File: src/rtl/core/sscs_pkg.sv
`default_nettype none
package sscs_pkg;

  localparam int DIGIT_COUNT = 4;
  localparam int FIXED_WORDS = 4;
  localparam int STORE_SIZE = FIXED_WORDS + DIGIT_COUNT;
  localparam int SLOT_W = $clog2(STORE_SIZE);
  localparam int DIG_W = (DIGIT_COUNT > 1) ? $clog2(DIGIT_COUNT) : 1;

  localparam logic [SLOT_W-1:0] SLOT_SCANLIMIT = SLOT_W'(0);
  localparam logic [SLOT_W-1:0] SLOT_DECODE = SLOT_W'(1);
  localparam logic [SLOT_W-1:0] SLOT_INTENSITY = SLOT_W'(2);
  localparam logic [SLOT_W-1:0] SLOT_WAKEUP = SLOT_W'(3);
  localparam logic [SLOT_W-1:0] SLOT_DIGIT0 = SLOT_W'(FIXED_WORDS);
  localparam logic [SLOT_W-1:0] SLOT_LAST = SLOT_W'(STORE_SIZE - 1);

  localparam logic [3:0] ADDR_DECODE = 4'h9;
  localparam logic [3:0] ADDR_INTENSITY = 4'hA;
  localparam logic [3:0] ADDR_SCANLIMIT = 4'hB;
  localparam logic [3:0] ADDR_WAKEUP = 4'hC;

  localparam logic [2:0] OP_INIT = 3'd0;
  localparam logic [2:0] OP_DECIMAL = 3'd1;
  localparam logic [2:0] OP_HEX = 3'd2;
  localparam logic [2:0] OP_POINTS = 3'd3;
  localparam logic [2:0] OP_INTENSITY = 3'd4;
  localparam logic [2:0] OP_WAKEUP = 3'd5;
  localparam logic [2:0] OP_UPDATE = 3'd6;

  localparam logic [15:0] POINT_MASK = 16'hFF7F;
  localparam logic [16:0] RECIP_TEN = 17'd52429;

  typedef enum logic [2:0] {
    ST_IDLE,
    ST_DECIMAL,
    ST_HEX,
    ST_POINTS,
    ST_EMIT
  } state_t;

  typedef struct packed {
    logic [2:0]  opcode;
    logic [15:0] value;
    logic [1:0]  min_digits;
  } in_item_t;

  typedef struct packed {
    logic [15:0] command_word;
    logic        last_word;
  } out_item_t;

  typedef struct packed {
    logic [15:0] word;
    logic [15:0] x_nxt;
    logic        blank_nxt;
  } step_t;

  function automatic logic [15:0] make_word(logic [3:0] addr, logic [7:0] data);
    return {4'h0, addr, data};
  endfunction

  function automatic logic [7:0] seg_code(logic [3:0] nib);
    logic [7:0] s;
    unique case (nib)
      4'h0: s = 8'h7E;
      4'h1: s = 8'h30;
      4'h2: s = 8'h6D;
      4'h3: s = 8'h79;
      4'h4: s = 8'h33;
      4'h5: s = 8'h5B;
      4'h6: s = 8'h5F;
      4'h7: s = 8'h70;
      4'h8: s = 8'h7F;
      4'h9: s = 8'h7B;
      4'hA: s = 8'h77;
      4'hB: s = 8'h1F;
      4'hC: s = 8'h4E;
      4'hD: s = 8'h3D;
      4'hE: s = 8'h4F;
      4'hF: s = 8'h47;
      default: s = 8'h00;
    endcase
    return s;
  endfunction

  function automatic logic [7:0] power_up_digit(logic [1:0] k);
    logic [7:0] p;
    unique case (k)
      2'd0: p = 8'h55;
      2'd1: p = 8'hAA;
      2'd2: p = 8'h00;
      2'd3: p = 8'hFF;
      default: p = 8'h00;
    endcase
    return p;
  endfunction

endpackage
`default_nettype wire

File: src/rtl/core/seven_segment_command_shadow.sv
// Seven-segment command shadow: keeps eight display-driver command words
// (scan limit, decode mode, intensity, wakeup, four digits) and a dirty flag.
// Input channel in_valid/in_ready/in_data carries one command per transaction;
// output channel out_valid/out_ready/out_data carries emitted command words,
// with last_word set on the final word of each run.
// What each command does before in_ready returns:
//   intensity, wakeup, unused opcode, clean update: no busy state; in_ready stays high.
//   decimal, hex, decimal points: one digit word per cycle through the shared
//   divide-by-ten / shift step unit, DIGIT_COUNT digit words in all.
//   init: all eight store words, update when dirty: the six from intensity on,
//   one store read per cycle into the output register while the receiver does not stall.
// The accepting edge puts the sequencer in its emit state, which then loads the first word into the output register. A
// stalled receiver holds the emitting sequencer; the final word sits in the
// output register while the block is already ready for the next command.
// Reset (rst_n low, synchronous) loads the power-up command words, clears the
// dirty flag and drops any pending output word.
`default_nettype none
module seven_segment_command_shadow
  import sscs_pkg::*;
(
  input  wire logic      clk,
  input  wire logic      rst_n,
  input  wire logic      in_valid,
  output logic           in_ready,
  input  wire in_item_t  in_data,
  output logic           out_valid,
  input  wire logic      out_ready,
  output out_item_t      out_data
);

  state_t              state_r, state_nxt;
  logic [SLOT_W-1:0]   slot_r, slot_nxt;
  logic [15:0]         x_r, x_nxt;
  logic [1:0]          min_r, min_nxt;
  logic                blank_r, blank_nxt;
  logic                changed_r, changed_nxt;
  logic                out_valid_r, out_valid_nxt;
  out_item_t           out_data_r, out_data_nxt;
  logic [15:0]         store_r [STORE_SIZE];

  logic                wr_en;
  logic [SLOT_W-1:0]   wr_slot;
  logic [15:0]         wr_word;
  logic [SLOT_W-1:0]   digit_slot;
  step_t               step;
  logic                in_fire;

  assign in_ready = (state_r == ST_IDLE);
  assign in_fire = in_valid && in_ready;
  assign out_valid = out_valid_r;
  assign out_data = out_data_r;
  assign digit_slot = slot_r - SLOT_DIGIT0;

  sscs_step_unit u_step (
    .state      (state_r),
    .x          (x_r),
    .cur_word   (store_r[slot_r]),
    .digit_idx  (digit_slot[DIG_W-1:0]),
    .min_digits (min_r),
    .blank      (blank_r),
    .step       (step)
  );

  always_comb begin
    state_nxt = state_r;
    slot_nxt = slot_r;
    x_nxt = x_r;
    min_nxt = min_r;
    blank_nxt = blank_r;
    changed_nxt = changed_r;
    out_valid_nxt = out_valid_r;
    out_data_nxt = out_data_r;
    wr_en = 1'b0;
    wr_slot = slot_r;
    wr_word = step.word;

    if (out_ready) begin
      out_valid_nxt = 1'b0;
    end

    unique case (state_r)
      ST_IDLE: begin
        if (in_fire) begin
          x_nxt = in_data.value;
          min_nxt = in_data.min_digits;
          blank_nxt = 1'b0;
          slot_nxt = SLOT_DIGIT0;
          priority case (in_data.opcode)
            OP_INIT: begin
              changed_nxt = 1'b0;
              slot_nxt = SLOT_SCANLIMIT;
              state_nxt = ST_EMIT;
            end
            OP_DECIMAL: state_nxt = ST_DECIMAL;
            OP_HEX: state_nxt = ST_HEX;
            OP_POINTS: state_nxt = ST_POINTS;
            OP_INTENSITY: begin
              wr_en = 1'b1;
              wr_slot = SLOT_INTENSITY;
              wr_word = make_word(ADDR_INTENSITY, {4'h0, in_data.value[3:0]});
            end
            OP_WAKEUP: begin
              wr_en = 1'b1;
              wr_slot = SLOT_WAKEUP;
              wr_word = make_word(ADDR_WAKEUP, {7'h00, in_data.value[0]});
            end
            OP_UPDATE: begin
              if (changed_r) begin
                changed_nxt = 1'b0;
                slot_nxt = SLOT_INTENSITY;
                state_nxt = ST_EMIT;
              end
            end
            default: begin
            end
          endcase
        end
      end
      ST_DECIMAL, ST_HEX, ST_POINTS: begin
        wr_en = 1'b1;
        x_nxt = step.x_nxt;
        blank_nxt = step.blank_nxt;
        if (slot_r == SLOT_LAST) begin
          state_nxt = ST_IDLE;
        end else begin
          slot_nxt = slot_r + SLOT_W'(1);
        end
      end
      ST_EMIT: begin
        // load the next word once the output register is free
        if (!out_valid_r || out_ready) begin
          out_valid_nxt = 1'b1;
          out_data_nxt.command_word = store_r[slot_r];
          out_data_nxt.last_word = (slot_r == SLOT_LAST);
          if (slot_r == SLOT_LAST) begin
            state_nxt = ST_IDLE;
          end else begin
            slot_nxt = slot_r + SLOT_W'(1);
          end
        end
      end
      default: state_nxt = ST_IDLE;
    endcase

    if (wr_en && (store_r[wr_slot] != wr_word)) begin
      changed_nxt = 1'b1;
    end
  end

  always_ff @(posedge clk) begin
    if (!rst_n) begin
      state_r <= ST_IDLE;
      changed_r <= 1'b0;
      out_valid_r <= 1'b0;
      slot_r <= '0;
      blank_r <= 1'b0;
    end else begin
      state_r <= state_nxt;
      changed_r <= changed_nxt;
      out_valid_r <= out_valid_nxt;
      slot_r <= slot_nxt;
      blank_r <= blank_nxt;
    end
  end

  always_ff @(posedge clk) begin
    x_r <= x_nxt;
    min_r <= min_nxt;
    out_data_r <= out_data_nxt;
  end

  always_ff @(posedge clk) begin
    if (!rst_n) begin
      store_r[SLOT_SCANLIMIT] <= make_word(ADDR_SCANLIMIT, 8'(DIGIT_COUNT - 1));
      store_r[SLOT_DECODE] <= make_word(ADDR_DECODE, 8'h00);
      store_r[SLOT_INTENSITY] <= make_word(ADDR_INTENSITY, 8'h0F);
      store_r[SLOT_WAKEUP] <= make_word(ADDR_WAKEUP, 8'h01);
      for (int i = 0; i < DIGIT_COUNT; i++) begin
        store_r[FIXED_WORDS + i] <= make_word(4'(i + 1), power_up_digit(2'(i)));
      end
    end else if (wr_en && (store_r[wr_slot] != wr_word)) begin
      store_r[wr_slot] <= wr_word;
    end
  end

endmodule
`default_nettype wire

File: src/rtl/core/sscs_step_unit.sv
`default_nettype none
module sscs_step_unit
  import sscs_pkg::*;
(
  input  state_t            state,
  input  logic [15:0]       x,
  input  logic [15:0]       cur_word,
  input  logic [DIG_W-1:0]  digit_idx,
  input  logic [1:0]        min_digits,
  input  logic              blank,
  output step_t             step
);

  logic [32:0] prod;
  logic [15:0] quot;
  logic [15:0] quot_ten;
  logic [15:0] rem_full;
  logic [3:0]  rem;
  logic [3:0]  addr;
  logic        at_min;

  // divide by ten through the reciprocal, exact for any 16-bit value
  assign prod = {1'b0, x} * {16'h0, RECIP_TEN};
  assign quot = {2'b00, prod[32:19]};
  assign quot_ten = (quot << 3) + (quot << 1);
  assign rem_full = x - quot_ten;
  assign rem = rem_full[3:0];
  assign addr = 4'(digit_idx) + 4'd1;
  assign at_min = 4'(digit_idx) >= 4'(min_digits);

  always_comb begin
    step = '0;
    unique case (state)
      ST_DECIMAL: begin
        if (blank) begin
          step.word = make_word(addr, 8'h00);
          step.x_nxt = x;
          step.blank_nxt = 1'b1;
        end else begin
          step.word = make_word(addr, seg_code(rem));
          step.x_nxt = quot;
          step.blank_nxt = (quot == 16'h0) && at_min;
        end
      end
      ST_HEX: begin
        step.word = make_word(addr, seg_code(x[3:0]));
        step.x_nxt = x >> 4;
        step.blank_nxt = blank;
      end
      ST_POINTS: begin
        step.word = (cur_word & POINT_MASK) | {8'h00, x[0], 7'h00};
        step.x_nxt = x >> 1;
        step.blank_nxt = blank;
      end
      default: begin
        step.word = cur_word;
        step.x_nxt = x;
        step.blank_nxt = blank;
      end
    endcase
  end

endmodule
`default_nettype wire

File: config.mk
export PLATFORM = sky130hd
export DESIGN_NAME = seven_segment_command_shadow
export DESIGN_NICKNAME = d
export VERILOG_FILES = /design/src/rtl/core/sscs_pkg.sv /design/src/rtl/core/seven_segment_command_shadow.sv /design/src/rtl/core/sscs_step_unit.sv
export SDC_FILE = /design/constraint.sdc
export NUM_CORES = 1
export LEC_CHECK = 0
export BUFFER_PORTS_ARGS = -buffer_cell sky130_fd_sc_hd__buf_2
export CAP_MARGIN = 0
export CORE_UTILIZATION = 65
export CTS_CLUSTER_DIAMETER = 60
export DETAILED_ROUTE_END_ITERATION = 10
export GPL_TIMING_DRIVEN = 0
export PLACE_DENSITY = 0.83
export SLEW_MARGIN = 25
export SYNTH_ARGS = -nofsm -noshare
export SYNTH_HDL_FRONTEND = slang
export SYNTH_HIERARCHICAL = 1
export SYNTH_SLANG_ARGS = --single-unit
File: constraint.sdc
create_clock -name clk -period 17.7 [get_ports clk]
set_clock_uncertainty 0.15 [all_clocks]
set_input_delay 1.77 -clock clk [delete_from_list [all_inputs] [get_ports clk]]
set_output_delay 1.77 -clock clk [all_outputs]
set_load 0.005 [all_outputs]
==> impl_summary.txt, run 1 <==
----------------------------------------------------
[Status]
  Status ... finished clean

[Die]
  Die extent in x ... ~160 um
  Starting density of the core ... 0.669
  Y dimension of the die ... 155 um
  Boundary pin count ... 44
  Row count ... 55
  Die area ... 24,100 sq um
  Standard cell core area ... 22,800 sq um

[Drt]
  Count of nets left with antenna violations after detail routing ... 0
  Vias per std cell ... a little under 7
  Wire length per cell ... around 27 um
  Iter 0 DRT Violations ... ~1,600
  Post-detailed-route DRC marker count ... 0
  Total length of routed wires ... 49,500 um
  Total via count in the routed design ... 12,600
  Number of detailed-routing iterations run before antenna repair ... 7

[Clocking]
  Insertion delay of the later-clocked pin in the worst-skew pair ... 0.45 ns
  Clock Pin Slew Worst Setup and Hold Paths ... roughly 0.07 ns
  Post-CTS setup buffers ... 0
  Post-CTS Hold Buffers ... 0
  H-tree depth ... 4
  TritonCTS sink count ... 175
  Root buffer cell ... clkbuf_16
  CTS tree ... built
  # resized after CTS ... 0
  Maximum number of buffers from clock root to sink ... 2
  Cts bufs inserted ... 17

[Synth]
  Number of synthesized register bits ... 175
  Avg Synthesized Cell Area ... 10.8 sq um
  Synth async-reset ratio ... 0
  Yosys warning total ... 6
  Cell variety after synth ... 90
  Cell accounting for the most synthesized area ... edfxtp_1
  Synthesized net count ... about 1,700
  Most used standard cells in the synthesized netlist ... 163 x edfxtp_1, 157 x inv_1, 146 x ha_1, 101 x nand2_1, 91 x nor3_1
  Share of the yosys chip area belonging to registers ... 0.336
  Instance count of the mapped netlist ... 1,413
  Most numerous cell in the Yosys netlist ... edfxtp_1
  Flip-flop cell with the highest count after synthesis ... edfxtp_1
  Post-Synthesis Cell Area ... 15,300 sq um
  Number of enable-type register cells in the synthesized netlist ... 163
  Top area cells in the synthesized netlist ... edfxtp_1 32%, ha_1 12%, fa_1 10%, mux4_2 5.6%, inv_1 3.9%
  Top-area cell type share of the netlist area ... 0.320

[Worst setup path]
  Worst endpoint data arrival time ... 10.35 ns
  Kind of end point of the critical path ... flop
  Critical path type ... flop to flop
  Delay of the slowest cell on the worst path ... 0.72 ns
  Worst Setup Start Kind ... flop
  Data required time of the worst path ... 17.70 ns
  Critical Path Fanout Max ... 12
  Slowest cell on crit path ... edfxtp_1

[GRT]
  Global-route congestion overflow total ... 0
  Largest net degree at the start of global routing ... 17
  Global-route usage over all layers ... 0.427
  Initial antenna violation count ... 0
  Via count of the first global-routing pass ... 12,700
  Global-route wire length before repair ... 74,400 um

[Worst hold path]
  Kind of path behind the tightest hold check ... flop to flop

[Timing]
  Final min period ... 10.35 ns
  RSZ-0062 raised after global routing ... false
  Upper clock frequency limit ... 0.0966 GHz
  Final Hold Fails ... 0
  Final critical-path share of the clock period ... 0.585
  Final setup violating endpoints ... 0
  Final TNS setup ... 0 ns
  Tightest Pin Transition ... 1.20 ns
  Tightest hold margin ... between 0.4 and 0.5 ns
  Max Slew Vio Count ... 0
  Slew margin rel. ... 0.199

[Final layout]
  Layout area overhead ... 9.23%
  Nets ... 1,733
  Proportion of layout cells with a drive suffix above 1 ... 0.154
  Diodes inserted ... 0

[Placed design]
  HPWL after detailed placement ... 37,400 um
  Placer Congestion ... 1.04
  Port bufs ... 41

[Run]
  Maxcap violations ... 0

----------------------------------------------------
[flip-flops by register name, indices dropped and copies added, names as in the netlist, named ones only]
| register | count |
|---|---|
| blank_r | 1 |
| min_r | 2 |
| changed_r | 1 |
| state_r | 3 |
| out_valid | 1 |
| store_r | 128 |
| slot_r | 3 |
| x_r | 16 |
| out_data | 17 |
[cell usage in the layout, fill, tap and decap left out, drive strengths merged, types with 10 or more instances in the layout]
master	instances
nor3	91
a211oi	22
edfxtp	163
nand2	101
clkbuf	62
mux2i	35
xnor2	18
nor2b	10
inv	163
nand3	13
nor2	37
clkinv	10
nand2b	13
ha	146
o21ai	52
buf	86
and2	20
a21o	13
xor2	17
nor4	14
dfxtp	12
fa	80
mux2	42
mux4	38
a21oi	79
[per-layer routing]
metal / GRT usage / wire length [um] / share of wire
met1: 0.480 / 16300 / 0.33
met4: 0.308 / 4020 / 0.081
met5: 0 / 0 / 0
met3: 0.0986 / 5720 / 0.12
met2: 0.717 / 23400 / 0.47
[logic make-up (layout without fill, tap and decap cells)]
| kind of cell | Yosys count | after routing | share of synthesized area |
|---|---|---|---|
| simple gates | 355 | 355 | 0.120 |
| compound gates | 265 | 265 | 0.119 |
| buf+inv | 241 | 323 | 0.0682 |
| fa+ha+maj | 226 | 226 | 0.224 |
| flops | 175 | 175 | 0.336 |
| mux | 115 | 115 | 0.110 |
| xor+xnor | 36 | 36 | 0.0216 |
[cell type report]
type | count | area [sq um]
multi-input combinational | 997 | 9220
clock inverter | 14 | 130
clock buffer | 18 | 429
timing repair buffer | 50 | 338
sequential | 175 | 5130
fill | 1685 | 6160
tap | 313 | 392
inverter | 161 | 609
buffer | 80 | 437
[critical path: cells and delay by family, from the launching register on]
kind / cells / cell delay (ns)
flip-flops: 1 / 0.72
adder cells (fa/ha/maj): 8 / 3.36
AO/OA/AOI/OAI: 10 / 3.01
buffers and inverters: 6 / 0.90
XOR/XNOR: 3 / 1.31
AND/OR/NAND/NOR: 4 / 0.61
[through the flow]
stage | util | std cells | area (sq um) | worst slack [ns]
final | 0.730 | 1808 | 16700 | 7.35
after global routing | 0.730 | 1808 | 16700 | 7.06
after detailed placement | 0.705 | 1776 | 16100 | 7.64
after global placement | 0.695 | 1767 | 15900 | 5.84
after floorplan | - | 1413 | 15300 | 8.39
after CTS | 0.730 | 1808 | 16700 | 7.61
[final timing paths]
path                            cells past startpoint            end    start  slack [ns]
worst max-delay path                               31  store_r[3][0]   x_r[0]        7.35
worst min register to register                      2        blank_r  blank_r        0.41
worst min-delay path                                2        blank_r  blank_r        0.41
worst max register to register                     31  store_r[3][0]   x_r[0]        7.35
Power of run 1 is not shown: default switching activity piles up to over one toggle a cycle in this logic, so the estimate is an artifact.
==> run 2: changes to the inputs <==
--- a/config.mk
+++ b/config.mk
@@ -7,11 +7,11 @@
 export LEC_CHECK = 0
 export BUFFER_PORTS_ARGS = -buffer_cell sky130_fd_sc_hd__buf_2
 export CAP_MARGIN = 0
-export CORE_UTILIZATION = 65
+export CORE_UTILIZATION = 64
 export CTS_CLUSTER_DIAMETER = 60
 export DETAILED_ROUTE_END_ITERATION = 10
 export GPL_TIMING_DRIVEN = 0
-export PLACE_DENSITY = 0.83
+export PLACE_DENSITY = 0.82
 export SLEW_MARGIN = 25
 export SYNTH_ARGS = -nofsm -noshare
 export SYNTH_HDL_FRONTEND = slang
==> constraint.sdc (replaced) <==
create_clock -name clk -period 10.08 [get_ports clk]
set_clock_uncertainty 0.15 [all_clocks]
set_input_delay 1.008 -clock clk [delete_from_list [all_inputs] [get_ports clk]]
set_output_delay 1.008 -clock clk [all_outputs]
set_load 0.005 [all_outputs]
==> run 2 against run 1 <==
Compared with the run above: setup slack got worse by 6.9 ns; die area increased by 1.5%; first-iteration DRC count increased by 20%; sequential share of layout area decreased by 0.34 points; critical path type unchanged; maximum frequency increased by 7.0%; final area increased by 1.1%; via count increased by 0.37%; core utilization decreased by 1.1 points; critical path depth increased by 2; cell count increased by 1.4%.
==> impl_summary.txt, run 2 (synthesis results as in run 1) <==
----------------------------------------------------
[Worst setup path]
  Delay of the slowest cell on the worst path ... 0.54 ns (was 0.72 ns)
  Data required time of the worst path ... 10.13 ns (was 17.70 ns)
  Top cell family by delay on the critical path ... adder cells (unchanged)
  Critical path type ... flop to flop (unchanged)
  Critical Path Fanout Max ... 10 (was 12)
  Slowest cell on crit path ... edfxtp_1 (unchanged)
  Crit path buf inv count ... 7 (was 6)
  Worst Setup Start Kind ... flop (unchanged)
  Worst endpoint data arrival time ... 9.73 ns (was 10.35 ns)
  Kind of end point of the critical path ... flop (unchanged)

[Clocking]
  H-tree depth ... 4 (unchanged)
  Cts bufs inserted ... 17 (unchanged)
  Post-CTS Hold Buffers ... 0 (unchanged)
  CTS tree ... built (unchanged)
  Clock Pin Slew Worst Setup and Hold Paths ... 0.08 ns (was 0.07 ns)
  TritonCTS sink count ... 175 (unchanged)
  Insertion delay of the later-clocked pin in the worst-skew pair ... 0.46 ns (was 0.45 ns)
  Maximum number of buffers from clock root to sink ... 2 (unchanged)
  Root buffer cell ... clkbuf_16 (unchanged)

[GRT]
  Most Crowded Layer GR ... met2 (unchanged)
  GRT met3 Usage ... 0.116 (was 0.0986)
  M1 GR Usage ... 0.480 (about the same)
  Via count of the first global-routing pass ... 12,800 (was 12,700)
  Global-route usage over all layers ... 0.419 (was 0.427)
  Met2 capacity usage during global routing ... 0.682 (was 0.717)
  Initial antenna violation count ... 4 (was 0)
  Global-route congestion overflow total ... 0 (unchanged)
  Global-route wire length before repair ... 73,900 um (was 74,400 um)
  Largest net degree at the start of global routing ... 21 (was 17)

[Die]
  Y dimension of the die ... 157 um (was 155 um)
  Boundary pin count ... 44 (unchanged)
  Die extent in x ... 157 um (was 155 um)
  Standard cell core area ... 23,500 sq um (was 22,800 sq um)
  Starting density of the core ... 0.651 (was 0.669)
  Row count ... 56 (was 55)
  Die area ... 24,500 sq um (was 24,100 sq um)

[Timing]
  Slew margin rel. ... 0.268 (was 0.199)
  Final setup violating endpoints ... 0 (unchanged)
  Final Hold Fails ... 0 (unchanged)
  Final critical-path share of the clock period ... 0.960 (was 0.585)
  Worst setup margin ... 0.402 ns (was 7.35 ns)
  Tightest Pin Transition ... 1.10 ns (was 1.20 ns)
  Final min period ... 9.68 ns (was 10.35 ns)
  Final TNS setup ... 0 ns (unchanged)
  Upper clock frequency limit ... 0.103 GHz (was 0.0966 GHz)
  Max Slew Vio Count ... 0 (unchanged)
  Tightest hold margin ... 0.387 ns (was 0.407 ns)

[Drt]
  Number of detailed-routing iterations run before antenna repair ... 7 (unchanged)
  Count of nets left with antenna violations after detail routing ... 0 (unchanged)
  Total via count in the routed design ... 12,600 (about the same)
  Vias per std cell ... 6.87 (was 6.94)
  Total length of routed wires ... 49,100 um (was 49,500 um)
  Post-detailed-route DRC marker count ... 0 (unchanged)
  Iter 0 DRT Violations ... 1,876 (was 1,562)
  Wire length per cell ... 26.8 um (was 27.4 um)

[Final layout]
  Area taken by multi-input logic gates ... 9240 sq um (was 9220 sq um)
  FF/Latch Area ... 5130 sq um (unchanged)
  Nets ... 1,750 (was 1,733)
  Fill cell total of the finished layout ... 1,701 (was 1,685)
  Max reg flops ... 128 (unchanged)
  Most common cell after layout, fill and taps aside ... edfxtp_1 (unchanged)
  Layout area overhead ... 10.5% (was 9.23%)
  Proportion of layout cells with a drive suffix above 1 ... 0.166 (was 0.154)
  Register bank with the most flops ... store_r (unchanged)
  Top library cells by usage in the layout, fill and taps aside ... 163 x edfxtp_1, 157 x inv_1, 146 x ha_1 (unchanged)

[Status]
  Status ... finished clean (unchanged)

[Placed design]
  Setup Slack @ Placement ... 0.0372 ns (was 7.64 ns)
  HPWL after detailed placement ... 36,900 um (was 37,400 um)
  Port bufs ... 41 (unchanged)
  Placer Congestion ... 1.03 (was 1.04)

[Run]
  Maxcap violations ... 0 (unchanged)

[Worst hold path]
  Kind of path behind the tightest hold check ... flop to flop (unchanged)

----------------------------------------------------
## run 2: cell count changes in the layout (fill, tap and decap cells not counted), sizes merged
cell	before	now
clkinvlp	1	0
clkinv	10	11
clkbuf	62	61
bufinv	1	0
diode	0	3
inv	163	165
buf	86	103
## run 2: stage by stage
stage                     instance area [sq um]  cells  utilization
final                                     16900   1834        0.719
after global routing                      16900   1833        0.719
after global placement                    15900   1773        0.677
after detailed placement                  16100   1780        0.685
after floorplan                           15300   1413            -
after CTS                                 16700   1814        0.712
## run 2: worst paths after layout
path	depth (start not counted)	from	slack, ns	to
worst max-delay path	33	x_r[1]	0.40	store_r[2][11]
worst min-delay path	2	blank_r	0.39	blank_r
worst max register to register	33	x_r[1]	0.40	store_r[2][11]
worst min register to register	2	blank_r	0.39	blank_r
## run 2: worst register-to-register path, delay by kind of cell (launching register included)
kind	cells	cell delay (ns)
simple gates	2	0.75
mux	2	0.28
flops	1	0.54
xor+xnor	5	1.38
fa+ha+maj	8	3.08
buf+inv	7	1.19
compound gates	9	2.06
## run 2: final cells by class
| type | instances | share of cell area |
|---|---|---|
| clock inverter | 15 | 0.0109 |
| antenna | 3 | 0.000445 |
| multi-input combinational | 997 | 0.547 |
| tap | 319 | 0.0237 |
| sequential | 175 | 0.304 |
| clock buffer | 17 | 0.0252 |
| timing repair buffer | 67 | 0.0262 |
| inverter | 161 | 0.0361 |
| buffer | 80 | 0.0259 |
## run 2: repair_timing
item                       in CTS  in global routing
setup buffers                   2                 17
gates resized for setup         0                  4
pin swaps                       0                  7
setup endpoints to repair       5                246
## run 2: routing by layer
layer / routed length [um] / vias up
li1: - / 5347
met1: 16500 / 5928
met2: 22900 / 1022
met3: 5770 / 302
met4: 3900 / 2
met5: 13 / -
Power of run 2 is left out for the same reason.
